==> src/sv/sri_pkg.sv <==
`timescale 1ns / 1ps
// ----------------------------------------------------------------------------
// sri_pkg
// Shared types and defaults for the segment versus rectangle hit test.
// ----------------------------------------------------------------------------
package sri_pkg;

  // Default coordinate width
  localparam int COORD_BITS_DEF = 16;

  // Result payload width on the output stream
  localparam int OUT_TDATA_W = 8;

  // Per-stage load enables from the pipeline control
  typedef struct packed {
    logic s1;
    logic s2;
    logic s3;
    logic s4;
  } pipe_en_t;

endpackage

==> src/sv/sri_prep.sv <==
`timescale 1ns / 1ps
// ----------------------------------------------------------------------------
// sri_prep
// Stage 1: unpack the query and form the direction and offset terms.
// ----------------------------------------------------------------------------
module sri_prep
  import sri_pkg::*;
#(
  parameter int COORD_BITS = COORD_BITS_DEF,
  parameter int IN_W       = 128,
  parameter int OW         = COORD_BITS + 2
) (
  input  logic                 clk,
  input  pipe_en_t             en,
  input  logic [IN_W-1:0]      in_tdata,
  output logic signed [OW-1:0] dxs_r,
  output logic signed [OW-1:0] dys_r,
  output logic signed [OW-1:0] ox_l_r,
  output logic signed [OW-1:0] ox_r_r,
  output logic signed [OW-1:0] oy_t_r,
  output logic signed [OW-1:0] oy_b_r,
  output logic signed [OW-1:0] w_r,
  output logic signed [OW-1:0] h_r
);

  localparam int N = COORD_BITS;

  logic signed [OW-1:0] x0, y0, x1, y1, rx, ry, rw, rh, rx2, ry2;

  // Unpack the fields: coordinates sign-extended, width and height zero-extended
  always_comb begin
    x0  = OW'(signed'(in_tdata[0*N +: N]));
    y0  = OW'(signed'(in_tdata[1*N +: N]));
    x1  = OW'(signed'(in_tdata[2*N +: N]));
    y1  = OW'(signed'(in_tdata[3*N +: N]));
    rx  = OW'(signed'(in_tdata[4*N +: N]));
    ry  = OW'(signed'(in_tdata[5*N +: N]));
    rw  = signed'({3'b000, in_tdata[6*N +: N-1]});
    rh  = signed'({3'b000, in_tdata[7*N-1 +: N-1]});
    rx2 = rx + rw;
    ry2 = ry + rh;
  end

  // Register the differences and the rectangle size
  always_ff @(posedge clk) begin
    if (en.s1) begin
      dxs_r  <= x1 - x0;
      dys_r  <= y1 - y0;
      ox_l_r <= rx - x0;
      ox_r_r <= rx2 - x0;
      oy_t_r <= ry - y0;
      oy_b_r <= ry2 - y0;
      w_r    <= rw;
      h_r    <= rh;
    end
  end

endmodule

==> config.mk <==
export PLATFORM = sky130hd
export DESIGN_NAME = sri_prep
export DESIGN_NICKNAME = d
export VERILOG_FILES = /design/src/sv/sri_pkg.sv /design/src/sv/sri_prep.sv
export SDC_FILE = /design/constraint.sdc
export NUM_CORES = 1
export LEC_CHECK = 0
export ABC_AREA = 1
export ABC_CLOCK_PERIOD_IN_PS = 3100
export BUFFER_PORTS_ARGS = -buffer_cell sky130_fd_sc_hd__buf_4
export CAP_MARGIN = 20
export CORE_ASPECT_RATIO = 1.5
export CORE_MARGIN = 4
export CORE_UTILIZATION = 35
export DETAILED_ROUTE_END_ITERATION = 12
export GPL_TIMING_DRIVEN = 0
export SLEW_MARGIN = 20
export SYNTH_ARGS = -nofsm -noshare
export SYNTH_HDL_FRONTEND = slang
export SYNTH_SLANG_ARGS = --single-unit
==> constraint.sdc <==
create_clock -name clk -period 3.1 [get_ports clk]
set_clock_uncertainty 0.15 [all_clocks]
set_input_delay 0.465 -clock clk [delete_from_list [all_inputs] [get_ports clk]]
set_output_delay 0.465 -clock clk [all_outputs]
set_load 0.01 [all_outputs]
==> Word-level counts from Yosys, hierarchy flattened <==
Cells that the tools add are included.
{ "totals": {"elab_cells": 16, "ff_bits": 138, "input_bits": 133, "out_inout_bits": 144} }
{ "op_classes": {"add_sub_neg": 8} }
{ "op_table": {"columns": ["op", "n"], "rows": [
  ["subtractor 16 x 16 -> 17 bit", 4],
  ["subtractor 17 x 16 -> 18 bit", 2],
  ["adder 16 x 16 -> 17 bit", 2]
]} }

==> Logic depth before layout (Yosys ltp) <==
{ "depth": {"ltp_word": 2, "mapped_depth": 14, "depth_no_buf": 14} }

==> Worst setup path before layout <==
No wires, ideal clock.
{ "synth_path": {"path_kind": "input -> register", "start": "input port in_tdata[65]", "end": "register ox_r_r[16], data pin", "arrival_time_ns": 2.098, "setup_slack_ns": 0.600, "path_buffers": 0, "path_stages": 10, "cell_sequence": "inv_1 fa_1 fa_1 nand3b_1 nand2_1 nand3_1 nand2_1 nand2_1 nand3b_1 nand2_1"} }
{ "synth_between": {"elab_chain_len": 2} }
{ "synth_rtl": {"columns": ["element", "line_no", "text"], "rows": [
  ["start: declaration", "sri_prep.sv:15", "input logic [IN_W-1:0] in_tdata,"],
  ["adder 16 x 16 -> 17 bit", "sri_prep.sv:40", "rx2 = rx + rw;"],
  ["subtractor 17 x 16 -> 18 bit", "sri_prep.sv:50", "ox_r_r <= rx2 - x0;"],
  ["end signal: assignment", "sri_prep.sv:50", null],
  ["end: declaration", "sri_prep.sv:19", "output logic signed [OW-1:0] ox_r_r,"]
]} }
No other way between the ends.
A chain may end at the register's enable or synchronous reset.

==> Final worst setup path <==
{ "layout_path": {"start": "input port in_tdata[0]", "end": "register ox_r_r[16], data pin"} }
{ "layout_between": {"elab_chain_len": 1} }
{ "layout_rtl": {"columns": ["element", "line_no"], "rows": [
  ["subtractor 17 x 16 -> 18 bit", "sri_prep.sv:50"]
]} }
No other way between the ends.

==> impl.org <==
** Clocking
- Count of clock tree sinks :: 134
- Post-CTS repair timing setup buffer count :: 0
- Root buffer selected by CTS :: sky130_fd_sc_hd__clkbuf_16
- Clock tree from TritonCTS :: built
- In this run the deepest clock path goes through 2 buffers.
- Number of hold buffers added after CTS :: 0
- H-tree lvl count :: 4
- Gates resized during post-CTS repair numbered 0.
- The number of clock buffers added by TritonCTS is 17.
- Clock transition at path regs :: approximately 0.06 ns

** Timing
- The final number of hold-violating endpoints came to 0.
- Setup violations remaining at the end of the flow were counted as 0.
- The count of final max-slew check failures is 0.
- The worst pin sits at a relative slew slack of roughly 54%.
- Subtracting the final worst setup slack from the clock period gives between 2 and 2.5 ns.
- Setup repair after global routing missed its margin :: false
- Worst Tran Pin Value :: 0.683 ns
- Worst Setup Slack, final :: 0.635 ns
- Period utilization :: roughly four fifths
- Adding up every negative setup slack in the final design gives 0 ns.
- Static timing analysis puts the maximum clock frequency at slightly above 400 MHz.

** Placement
- In this run, placement finished with an instance count of between 2,000 and 2,500.
- Weighted congestion at the end of routability-driven global placement :: between 0.9 and 1
- Detailed placement ended at an HPWL of approximately 27,000 um.
- OpenSTA, run right after detailed placement, puts the worst setup slack at about 0.15 ns.
- Input/output buffers :: approximately 270

** Floorplan
- I/O pin count :: roughly 280
- The core region is approximately 30,000 um2.
- The die covers 33,700 um2.
- Starting utilization of the core area :: 35.6%
- Row cnt :: between 70 and 80
- Y dimension of the die :: about 220 um
- The die is around 150 um wide.

** Synthesis
- The synthesized netlist contains 27 unique library cells.
- Syn Inst Count :: 1,364
- Mean Syn Cell Area :: around 7.9 um2
- The mapped netlist covers about 11,000 um2.
- Summing the sequential cell areas from Yosys gives ~37% of the chip area.
- Syn. warnings :: 0
- Counting flops and latches in the post-synthesis netlist gives 134.

** Detailed routing
- Number of vias per cell after detailed routing :: between 4 and 5
- DRC errors left :: 0
- Vias :: ~9,500
- After detailed routing, the average wire length per cell comes to 15.6 um.
- After detailed routing, the total wire length is 32,300 um.
- Iteration count of the initial detailed-routing pass :: 5
- First DRT Iteration DRCs :: around 370
- The count of nets left with antenna violations once routing finished came out at 0.

** Flow run
- Count of maximum capacitance violations :: 0

** Final layout
- Share of final-layout standard cells stronger than drive strength 1 :: 19.5%
- The count of cells in the finished layout, fillers not included, comes to 2,067.
- Post-layout nets :: about 1,900
- 0 antenna diodes ended up in the layout.
- Layout overhead on the synthesized area :: 29.3%

** Worst hold path
- In this run the most critical hold path is launched from in_tdata[98].
- Destination of the worst hold path :: w_r[2]
- Along the worst hold path, the cell count comes to 1.
- Worst hold-check path type :: in -> reg

** Critical path
- In this run the worst path has a maximum fanout of 4.
- For the worst setup path, the data required time is roughly 3.2 ns.
- By startpoint and endpoint, the worst setup path is classified as in -> reg.
- STA classifies the critical path startpoint as an input port.
- Setup crit end kind :: flip-flop
- Crit path arrival time :: roughly 2.5 ns

** Global routing
- Entering global routing, the biggest net connects 85 pins.
- Global route total overflow :: 0
- The first global-routing pass estimated about 50,000 um of wire.
- Initial antenna violation count :: 0
- The via count of the first global-routing pass is 9,818.
- Global routing consumed, over all layers together, about 19% of the routing resources.

** Power and ir drop
- Leakage dissipation :: between 0.007 and 0.008 uW
- Total power divided by cell area :: just over 500 nW/um2
- VDD sags by at most around 0.41 mV.

** Run status
- Outcome :: finished clean
[metrics by stage]
step	utilization (%)	instance area, um2	hold WS, ns	power [uW]
6_report	46.0	13900	0.0524	7230
5_1_grt	46.0	13900	0.0301	7710
4_1_cts	46.0	13900	0.0252	7340
3_5_place_dp	44.0	13300	0.504	5140
3_3_place_gp	43.9	13300	0.503	5120
2_1_floorplan	-	10800	0.414	4030
[kinds of logic after synthesis]
family	Yosys count	synth area share, %
and+or+nand+nor	610	23.2
DFF	134	37.4
buffers and inverters	310	11.2
xor gates and xnor gates	44	3.58
other	1	0.0348
AOI/OAI and AO/OA	131	6.70
adders and majority gates	134	18.0
[layout by cell type (no fill, tap or decap), types with 6 or more instances in the layout]
cell	netlist	layout
sky130_fd_sc_hd__nand2_1	394	394
sky130_fd_sc_hd__inv_1	300	300
sky130_fd_sc_hd__buf_4	10	274
sky130_fd_sc_hd__edfxtp_1	134	134
sky130_fd_sc_hd__ha_1	100	100
sky130_fd_sc_hd__nor2_1	95	95
sky130_fd_sc_hd__a21oi_1	78	78
sky130_fd_sc_hd__nand3_1	73	73
sky130_fd_sc_hd__fa_1	34	34
sky130_fd_sc_hd__xor2_1	33	33
sky130_fd_sc_hd__o21ai_0	27	27
sky130_fd_sc_hd__nor3_1	18	18
sky130_fd_sc_hd__clkbuf_16	0	17
sky130_fd_sc_hd__and2_1	11	11
sky130_fd_sc_hd__xnor2_1	11	11
sky130_fd_sc_hd__nand2_2	8	8
sky130_fd_sc_hd__a21o_1	6	6
sky130_fd_sc_hd__o21bai_1	6	6
sky130_fd_sc_hd__conb_1	1	6
[worst max-delay path by stage]
stage	endpoint	slack, ns	from	depth (start not counted)
after floorplan	ox_r_r[16]	0.60	in_tdata[65]	10
after global placement	ox_r_r[16]	0.16	in_tdata[0]	13
after detailed placement	ox_r_r[16]	0.15	in_tdata[0]	13
after CTS	ox_r_r[16]	0.63	in_tdata[0]	13
after global routing	ox_r_r[12]	0.52	in_tdata[0]	13
final	ox_r_r[16]	0.64	in_tdata[0]	13
[registers in the layout, indices dropped and copies added, names as in the netlist]
register / flops
dxs_r: 17
ox_l_r: 17
oy_t_r: 17
ox_r_r: 18
dys_r: 17
w_r: 15
oy_b_r: 18
h_r: 15
[power breakdown]
group | switching, uW | internal (uW) | leakage, uW
clock | 826 | 1340 | 0.000291
sequential | 92.4 | 2400 | 0.00131
combinational | 1500 | 1080 | 0.00585
total | 2420 | 4810 | 0.00745
[cell usage after synthesis (all sizes together)]
cell / count / share of area, %
ha: 100 / 12
a21o: 6 / 0.42
edfxtp: 134 / 37
nand3b: 4 / 0.28
xnor2: 11 / 0.90
conb: 1 / 0.035
nand3: 75 / 3.6
xor2: 33 / 2.7
buf: 10 / 0.70
fa: 34 / 6.3
nand4: 3 / 0.17
o21ai: 35 / 1.8
and2: 11 / 0.64
inv: 300 / 10
nor3: 19 / 0.93
a22oi: 2 / 0.14
o21bai: 6 / 0.42
a21oi: 82 / 4.0
nor2: 96 / 3.4
nand2: 402 / 14
[worst max-delay path, cell delays in order]
cell and delay, ns:
sky130_fd_sc_hd__buf_4 0.12, sky130_fd_sc_hd__ha_1 0.28, sky130_fd_sc_hd__inv_1 0.06, sky130_fd_sc_hd__ha_1 0.29
sky130_fd_sc_hd__inv_1 0.09, sky130_fd_sc_hd__fa_1 0.41, sky130_fd_sc_hd__nand3b_1 0.17, sky130_fd_sc_hd__nand2_1 0.15
sky130_fd_sc_hd__nand3_1 0.09, sky130_fd_sc_hd__nand2_1 0.14, sky130_fd_sc_hd__nand2_1 0.09, sky130_fd_sc_hd__nand3b_1 0.09
sky130_fd_sc_hd__nand2_1 0.06
[per-layer routing]
layer  part of all wire [%]  routed length, um  global-route usage, %
met1                     33              10700                   17.9
met2                     56              17900                   38.2
met3                    7.9               2560                   5.53
met4                    3.3               1050                   7.70
met5                      0                  0                      0
[cell type report]
| type | instances | area, um2 |
|---|---|---|
| Buffer | 10 | 75.1 |
| Clock buffer | 18 | 429 |
| Clock inverter | 14 | 183 |
| Fill cell | 3069 | 16300 |
| Inverter | 300 | 1130 |
| Multi-Input combinational cell | 925 | 5560 |
| Sequential cell | 134 | 4020 |
| Tap cell | 400 | 500 |
| Timing Repair Buffer | 266 | 2020 |
Power figures use the tool's default switching activity.
