<file path="src/sv/sri_pkg.sv">
`timescale 1ns / 1ps
// ----------------------------------------------------------------------------
// sri_pkg
// Shared types and defaults for the segment versus rectangle hit test.
// ----------------------------------------------------------------------------
package sri_pkg;

  // Default coordinate width
  localparam int COORD_BITS_DEF = 16;

  // Result payload width on the output stream
  localparam int OUT_TDATA_W = 8;

  // Per-stage load enables from the pipeline control
  typedef struct packed {
    logic s1;
    logic s2;
    logic s3;
    logic s4;
  } pipe_en_t;

endpackage

</file>
<file path="src/sv/sri_edge.sv">
`timescale 1ns / 1ps
// ----------------------------------------------------------------------------
// sri_edge
// Stages 2 to 4 for one edge: products, numerator, range compare.
// Hit when d != 0 and na/d, nb/d both lie in [0,1], checked without division.
// ----------------------------------------------------------------------------
module sri_edge
  import sri_pkg::*;
#(
  parameter int OW = COORD_BITS_DEF + 2
) (
  input  logic                 clk,
  input  pipe_en_t             en,
  input  logic signed [OW-1:0] da,
  input  logic signed [OW-1:0] db,
  input  logic signed [OW-1:0] pa,
  input  logic signed [OW-1:0] pb,
  input  logic signed [OW-1:0] qa,
  input  logic signed [OW-1:0] qb,
  input  logic signed [OW-1:0] ra,
  input  logic signed [OW-1:0] rb,
  output logic                 hit_r
);

  localparam int PW = 2 * OW;
  localparam int W  = PW + 1;

  logic signed [PW-1:0] pd_r, pp_r, pq_r, pn_r;
  logic signed [W-1:0]  d_r, na_r, nb_r;
  logic signed [W-1:0]  na_nxt;
  logic                 pos_ok, neg_ok, hit_nxt;

  // Stage 2: products
  always_ff @(posedge clk) begin
    if (en.s2) begin
      pd_r <= da * db;
      pp_r <= pa * pb;
      pq_r <= qa * qb;
      pn_r <= ra * rb;
    end
  end

  // Stage 3: numerator difference
  assign na_nxt = W'(pp_r) - W'(pq_r);

  always_ff @(posedge clk) begin
    if (en.s3) begin
      d_r  <= W'(pd_r);
      na_r <= na_nxt;
      nb_r <= W'(pn_r);
    end
  end

  // Stage 4: range check on the sign of the denominator
  always_comb begin
    pos_ok  = !na_r[W-1] && !nb_r[W-1] && (na_r <= d_r) && (nb_r <= d_r);
    neg_ok  = (na_r[W-1] || (na_r == 0)) && (nb_r[W-1] || (nb_r == 0)) &&
              (na_r >= d_r) && (nb_r >= d_r);
    hit_nxt = (d_r != 0) && (d_r[W-1] ? neg_ok : pos_ok);
  end

  always_ff @(posedge clk) begin
    if (en.s4) begin
      hit_r <= hit_nxt;
    end
  end

endmodule

</file>
<file path="config.mk">
export PLATFORM = sky130hd
export DESIGN_NAME = sri_edge
export DESIGN_NICKNAME = d
export VERILOG_FILES = /design/src/sv/sri_pkg.sv /design/src/sv/sri_edge.sv
export SDC_FILE = /design/constraint.sdc
export NUM_CORES = 2
export LEC_CHECK = 0
export BUFFER_PORTS_ARGS = -buffer_cell sky130_fd_sc_hd__buf_2
export CORE_MARGIN = 2
export CORE_UTILIZATION = 50
export DETAILED_ROUTE_END_ITERATION = 10
export MAX_ROUTING_LAYER = met4
export PLACE_DENSITY = 0.68
export SYNTH_ARGS = -nofsm -noshare
export SYNTH_HDL_FRONTEND = slang
export SYNTH_SLANG_ARGS = --single-unit
</file>
<file path="constraint.sdc">
create_clock -name clk -period 7 [get_ports clk]
set_clock_uncertainty 0.1 [all_clocks]
set_input_delay 0.7 -clock clk [delete_from_list [all_inputs] [get_ports clk]]
set_output_delay 0.7 -clock clk [all_outputs]
set_load 0.005 [all_outputs]
</file>
Yosys cells after proc, flatten, opt, wreduce, memory -nomap -nowiden
Cells that the tools add are included.
{ "op_classes": {"n_reduce_logical": 14, "n_addsub": 1, "mul": 4, "muxes": 1, "order_cmp": 4} }
{ "op_table": {"columns": ["cell", "count"], "rows": [
  ["multiplier 18 x 18 -> 36 bit", 4],
  ["logical NOT 37 bit", 2],
  [">= comparator 37 x 36 -> 1 bit", 1],
  ["less-or-equal comparator 37 x 36 -> 1 bit", 1],
  ["nonzero test 37 bit", 1],
  ["subtractor 36 x 36 -> 37 bit", 1],
  [">= comparator 36 bit", 1],
  ["less-or-equal comparator 36 bit", 1],
  ["logical AND 1 bit", 7],
  ["logical NOT 1 bit", 2],
  ["logical OR 1 bit", 2],
  ["two-way mux 1 bit", 1]
]} }
{ "totals": {"input_bits": 149, "out_inout_bits": 1, "register_bits": 254} }

Longest topological paths before layout
{ "depth": {"ltp_word": 7, "mapped_depth": 28, "mapped_depth_nobuf": 25} }

Least setup slack after synthesis
No wires, ideal clock.
{ "synth_timing": {"kind": "input-to-reg", "from": "input qa[17]", "to": "register pq_r[33], data pin", "cell_stages": 22, "setup_time_ps": 271, "t_arrival_ps": 6614, "n_path_buf": 2, "path_slack_ps": 15, "cell_sequence": "clkbuf_1 > clkbuf_1 > nand2_1 > fa_1 > inv_1 > fa_1 > fa_1 > fa_1 > fa_1 > inv_1 > fa_1 > inv_1 > ha_1 > a21o_1 > a21o_1 > a21oi_1 > o21ai_0 > a21o_1 > a21oi_1 > nor2_1 > a2111oi_0 > xnor2_1"} }
{ "synth_via": {"elab_chain_len": 1} }
{ "synth_lines": {"columns": ["element", "line", "rtl"], "rows": [
  ["start, declared", "sri_edge.sv:18", "input logic signed [OW-1:0] qa,"],
  ["multiplier 18 x 18 -> 36 bit", "sri_edge.sv:38", "pq_r <= qa * qb;"],
  ["end signal, assigned", "sri_edge.sv:38", null],
  ["end, declared", "sri_edge.sv:28", "logic signed [PW-1:0] pd_r, pp_r, pq_r, pn_r;"]
]} }
Every way passes these cells.
A chain may end at the register's enable or synchronous reset.

Worst setup path in the final report
{ "layout_timing": {"from": "input pa[9]", "to": "register pp_r[35], data pin"} }
{ "layout_via": {"elab_chain_len": 1} }
{ "layout_lines": {"columns": ["element", "line", "rtl"], "rows": [
  ["start, declared", "sri_edge.sv:16", "input logic signed [OW-1:0] pa,"],
  ["multiplier 18 x 18 -> 36 bit", "sri_edge.sv:37", "pp_r <= pa * pb;"],
  ["end signal, assigned", "sri_edge.sv:37", null],
  ["end, declared", "sri_edge.sv:28", null]
]} }
Every way passes these cells.

==> results.md <==
| Group | Parameter | Value |
| --- | --- | --- |
| cts | H-tree depth reported by CTS | 1 |
| cells and area | Fraction of final layout cells with drive strength greater than 1 | 7.292% |
| cts | CTS sink cnt | 254 |
| place | HPWL after detailed placement | 115.6 mm |
| logic synthesis | Yosys warnings | 0 |
| detailed routing | Number of remaining DRC errors | 0 |
| logic synthesis | Netlist area before placement | 0.05962 sq mm |
| critical path | Critical path startpoint category | input pin |
| floorplanning | Cell Rows | 126 |
| logic synthesis | Cell type with the highest aggregate area in the netlist | sky130_fd_sc_hd__fa_1 |
| sta | Unrepaired setup endpoints after global routing | false |
| sta | Relative slew margins | 37.47% |
| grt | Layer with the highest usage after global routing | met2 |
| grt | Met1 usage | 31.62% |
| critical path | Highest fanout seen on the critical path | 16 |
| cts | Number of instances resized during post-cts repair | 0 |
| cts | Clock Root Buffer | sky130_fd_sc_hd__clkbuf_16 |
| cts | Clock buffers created by TritonCTS | 24 |
| logic synthesis | Cells after Synth | 6106 |
| sta | Slew at the pin with the worst max-slew slack | 0.9379 ns |
| cts | Clock slew seen by the registers of the worst setup and hold paths | 0.08 ns |
| cts | # hold bufs at CTS | 0 |
| logic synthesis | Top cells by area in the synthesized netlist | sky130_fd_sc_hd__fa_1, sky130_fd_sc_hd__edfxtp_1, sky130_fd_sc_hd__ha_1 |
| critical path | Critical path data required time | 7.15 ns |
| detailed routing | Total Routed Length | 134.2 mm |
| cells and area | Final Core Density | 54.54% |
| floorplanning | Die height | 349.3 um |
| job | Maximum capacitance violations | 0 |
| grt | Vias in the first global route | 44800 |
| logic synthesis | Number of enable flip-flop cells after synthesis | 254 |
| logic synthesis | Main synth FF type | sky130_fd_sc_hd__edfxtp_1 |
| logic synthesis | Yosys reg bits | 254 |
| sta | Final worst slack | 0.3888 ns |
| place | Count of port buffers added during placement | 148 |
| grt | Initial antenna violation count | 1 |
| grt | Global router's overall resource usage | 23.98% |
| floorplanning | Area of the die | 0.1220 sq mm |
| cells and area | # nets final | 8308 |
| logic synthesis | Unique masters post-synth | 67 |
| grt | GRT overflow | 0 |
| logic synthesis | Share of the synthesized area in the top cell type | 44.22% |
| logic synthesis | Post-synthesis async set-or-reset flop share | 0% |
| sta | Number of failing hold endpoints at the final stage | 0 |
| logic synthesis | Post-synth top cells | sky130_fd_sc_hd__inv_1, sky130_fd_sc_hd__fa_1, sky130_fd_sc_hd__and2_1 |
| grt | Global Route met2 Usage | 40.95% |
| cts | Post-CTS setup buffer count | 0 |
| logic synthesis | Mean Syn Cell Area | 9.764 sq um |
| place | Routability Congestion | 0.9058 |
| critical path | Worst EP arrival | 6.76 ns |
| place | Pre-CTS setup slack | -0.1169 ns |
| cts | Later-pin clock latency in the skew report | 0.56 ns |
| detailed routing | Number of iterations in the first detailed-routing pass | 6 |
| detailed routing | Final antenna-violating net count | 0 |
| grt | Maximum number of pins on one net before global-route repair | 75 |
| sta | Max-slew violation count | 0 |
| floorplanning | Top-Level Pins | 150 |
| logic synthesis | Synthesized Nets | 8053 |
| grt | Wire length of the first global-routing pass | 228.5 mm |
| floorplanning | Total core area | 0.1182 sq mm |
| sta | Part of the cycle the worst path needs | 94.45% |
| outcome | Status | finished, final reports clean |
| cts | Maximum buffer depth of the clock tree | 3 |
| logic synthesis | Most frequently used cell type in the post-synthesis netlist | sky130_fd_sc_hd__inv_1 |
| sta | Final critical delay including setup and external delays | 6.611 ns |
| floorplanning | Initial core utilization | 50.42% |
| grt | Met3 global-route usage | 2.166% |
| detailed routing | Routed wire length per instance | 16.96 um |
| sta | Highest attainable clock frequency | 0.1513 GHz |
| floorplanning | Die X-Extent | 349.3 um |
| detailed routing | Overall via count from detail_route | 40910 |
| critical path | Critical Setup Path Class | input pin to register |
| sta | Finish-stage setup viols | 0 |
| detailed routing | Via-to-Cell Ratio | 5.169 |
| hold path | Classification of the worst-slack hold path | input pin to register |
| logic synthesis | Part of the Yosys area used for sequential elements | 12.79% |
| cells and area | Area growth, synth to finish | 8.155% |
| cts | Clock tree from TritonCTS | done |
| detailed routing | 1st-iter DRT viols | 2413 |
| critical path | Endpoint type of the worst setup path | register |
state kept, by name (all words and copies together) (netlist names):
name / flops
pq_r: 36
nb_r: 36
hit_r: 1
pd_r: 36
pp_r: 36
pn_r: 36
na_r: 37
d_r: 36
final cells by class:
type	count	area (sq um)
diodes	1	2.502
clock buffers	26	608.1
clock inverters	16	237.7
fillers	10540	53760
inverters	1571	5897
multi-input cells	4105	45430
flip-flops and latches	254	7627
well taps	1536	1922
repair buffers	405	2754
through the flow:
stage	hold WS, ns	setup TNS [ns]	instances	instance area (sq um)
final	0.2891	0	7914	64480
after global placement	0.3048	-0.08463	7871	63630
after global routing	0.2725	0	7914	64480
after CTS	0.2601	0	7913	64480
after floorplan	0.3003	0	6106	59620
after detailed placement	0.3045	-0.1561	7871	63630
placed cells by master (no fill, tap or decap), types with 28 or more instances in the layout:
cell type	count
sky130_fd_sc_hd__a21o_1	86
sky130_fd_sc_hd__a21oi_1	123
sky130_fd_sc_hd__and2_1	664
sky130_fd_sc_hd__buf_2	146
sky130_fd_sc_hd__buf_4	252
sky130_fd_sc_hd__edfxtp_1	254
sky130_fd_sc_hd__fa_1	1317
sky130_fd_sc_hd__ha_1	481
sky130_fd_sc_hd__inv_1	1571
sky130_fd_sc_hd__nand2_1	645
sky130_fd_sc_hd__nand2b_1	36
sky130_fd_sc_hd__nand3_1	34
sky130_fd_sc_hd__nand4_1	29
sky130_fd_sc_hd__nor2_1	143
sky130_fd_sc_hd__nor3_1	36
sky130_fd_sc_hd__nor4_1	33
sky130_fd_sc_hd__o21a_1	28
sky130_fd_sc_hd__o21ai_0	67
sky130_fd_sc_hd__xnor2_1	148
sky130_fd_sc_hd__xor2_1	31
critical path, stage by stage:
cell and delay (ns):
sky130_fd_sc_hd__buf_2 0.38, sky130_fd_sc_hd__nand2_1 0.14, sky130_fd_sc_hd__fa_1 0.51, sky130_fd_sc_hd__fa_1 0.60, sky130_fd_sc_hd__fa_1 0.46, sky130_fd_sc_hd__fa_1 0.56, sky130_fd_sc_hd__inv_1 0.05, sky130_fd_sc_hd__fa_1 0.49
sky130_fd_sc_hd__inv_1 0.05, sky130_fd_sc_hd__fa_1 0.51, sky130_fd_sc_hd__inv_1 0.05, sky130_fd_sc_hd__ha_1 0.28, sky130_fd_sc_hd__a21o_1 0.15, sky130_fd_sc_hd__a21oi_1 0.16, sky130_fd_sc_hd__o21ai_0 0.18, sky130_fd_sc_hd__nand2_1 0.13
sky130_fd_sc_hd__a31oi_1 0.18, sky130_fd_sc_hd__a21bo_2 0.27, sky130_fd_sc_hd__a2111oi_0 0.45, sky130_fd_sc_hd__o21bai_1 0.13, sky130_fd_sc_hd__a21oi_1 0.19, sky130_fd_sc_hd__xnor2_1 0.13
path summary, 6_finish.rpt:
| check | start | to | slack [ns] | cells past startpoint |
|---|---|---|---|---|
| setup reg to reg | pp_r[0]$_DFFE_PP_ | na_r[36]$_DFFE_PP_ | 3.45 | 13 |
| setup / recovery | pa[9] | pp_r[35]$_DFFE_PP_ | 0.39 | 22 |
| hold reg to reg | pd_r[5]$_DFFE_PP_ | d_r[5]$_DFFE_PP_ | 0.32 | 0 |
| hold / removal | en[0] | hit_r$_DFFE_PP_ | 0.29 | 1 |
per-layer routing:
metal / share of wire [%] / up-vias
met5: 0 / -
met4: 2.0 / 0
met3: 4.5 / 193
met2: 50 / 920
met1: 43 / 21050
li1: - / 18750
kinds of logic after synthesis:
kind of cell,count (synthesis),share of synthesized area [%]
adders and majority gates,1798,54.32
muxes,3,0.05876
buffers and inverters,1747,11.00
DFF,254,12.79
and+or+nand+nor,1684,14.24
AOI/OAI and AO/OA,441,4.957
xor gates and xnor gates,179,2.630
Power is left out: the tool's default activity adds up to more than one toggle a clock period on the data nets, which glitch-free logic cannot reach.
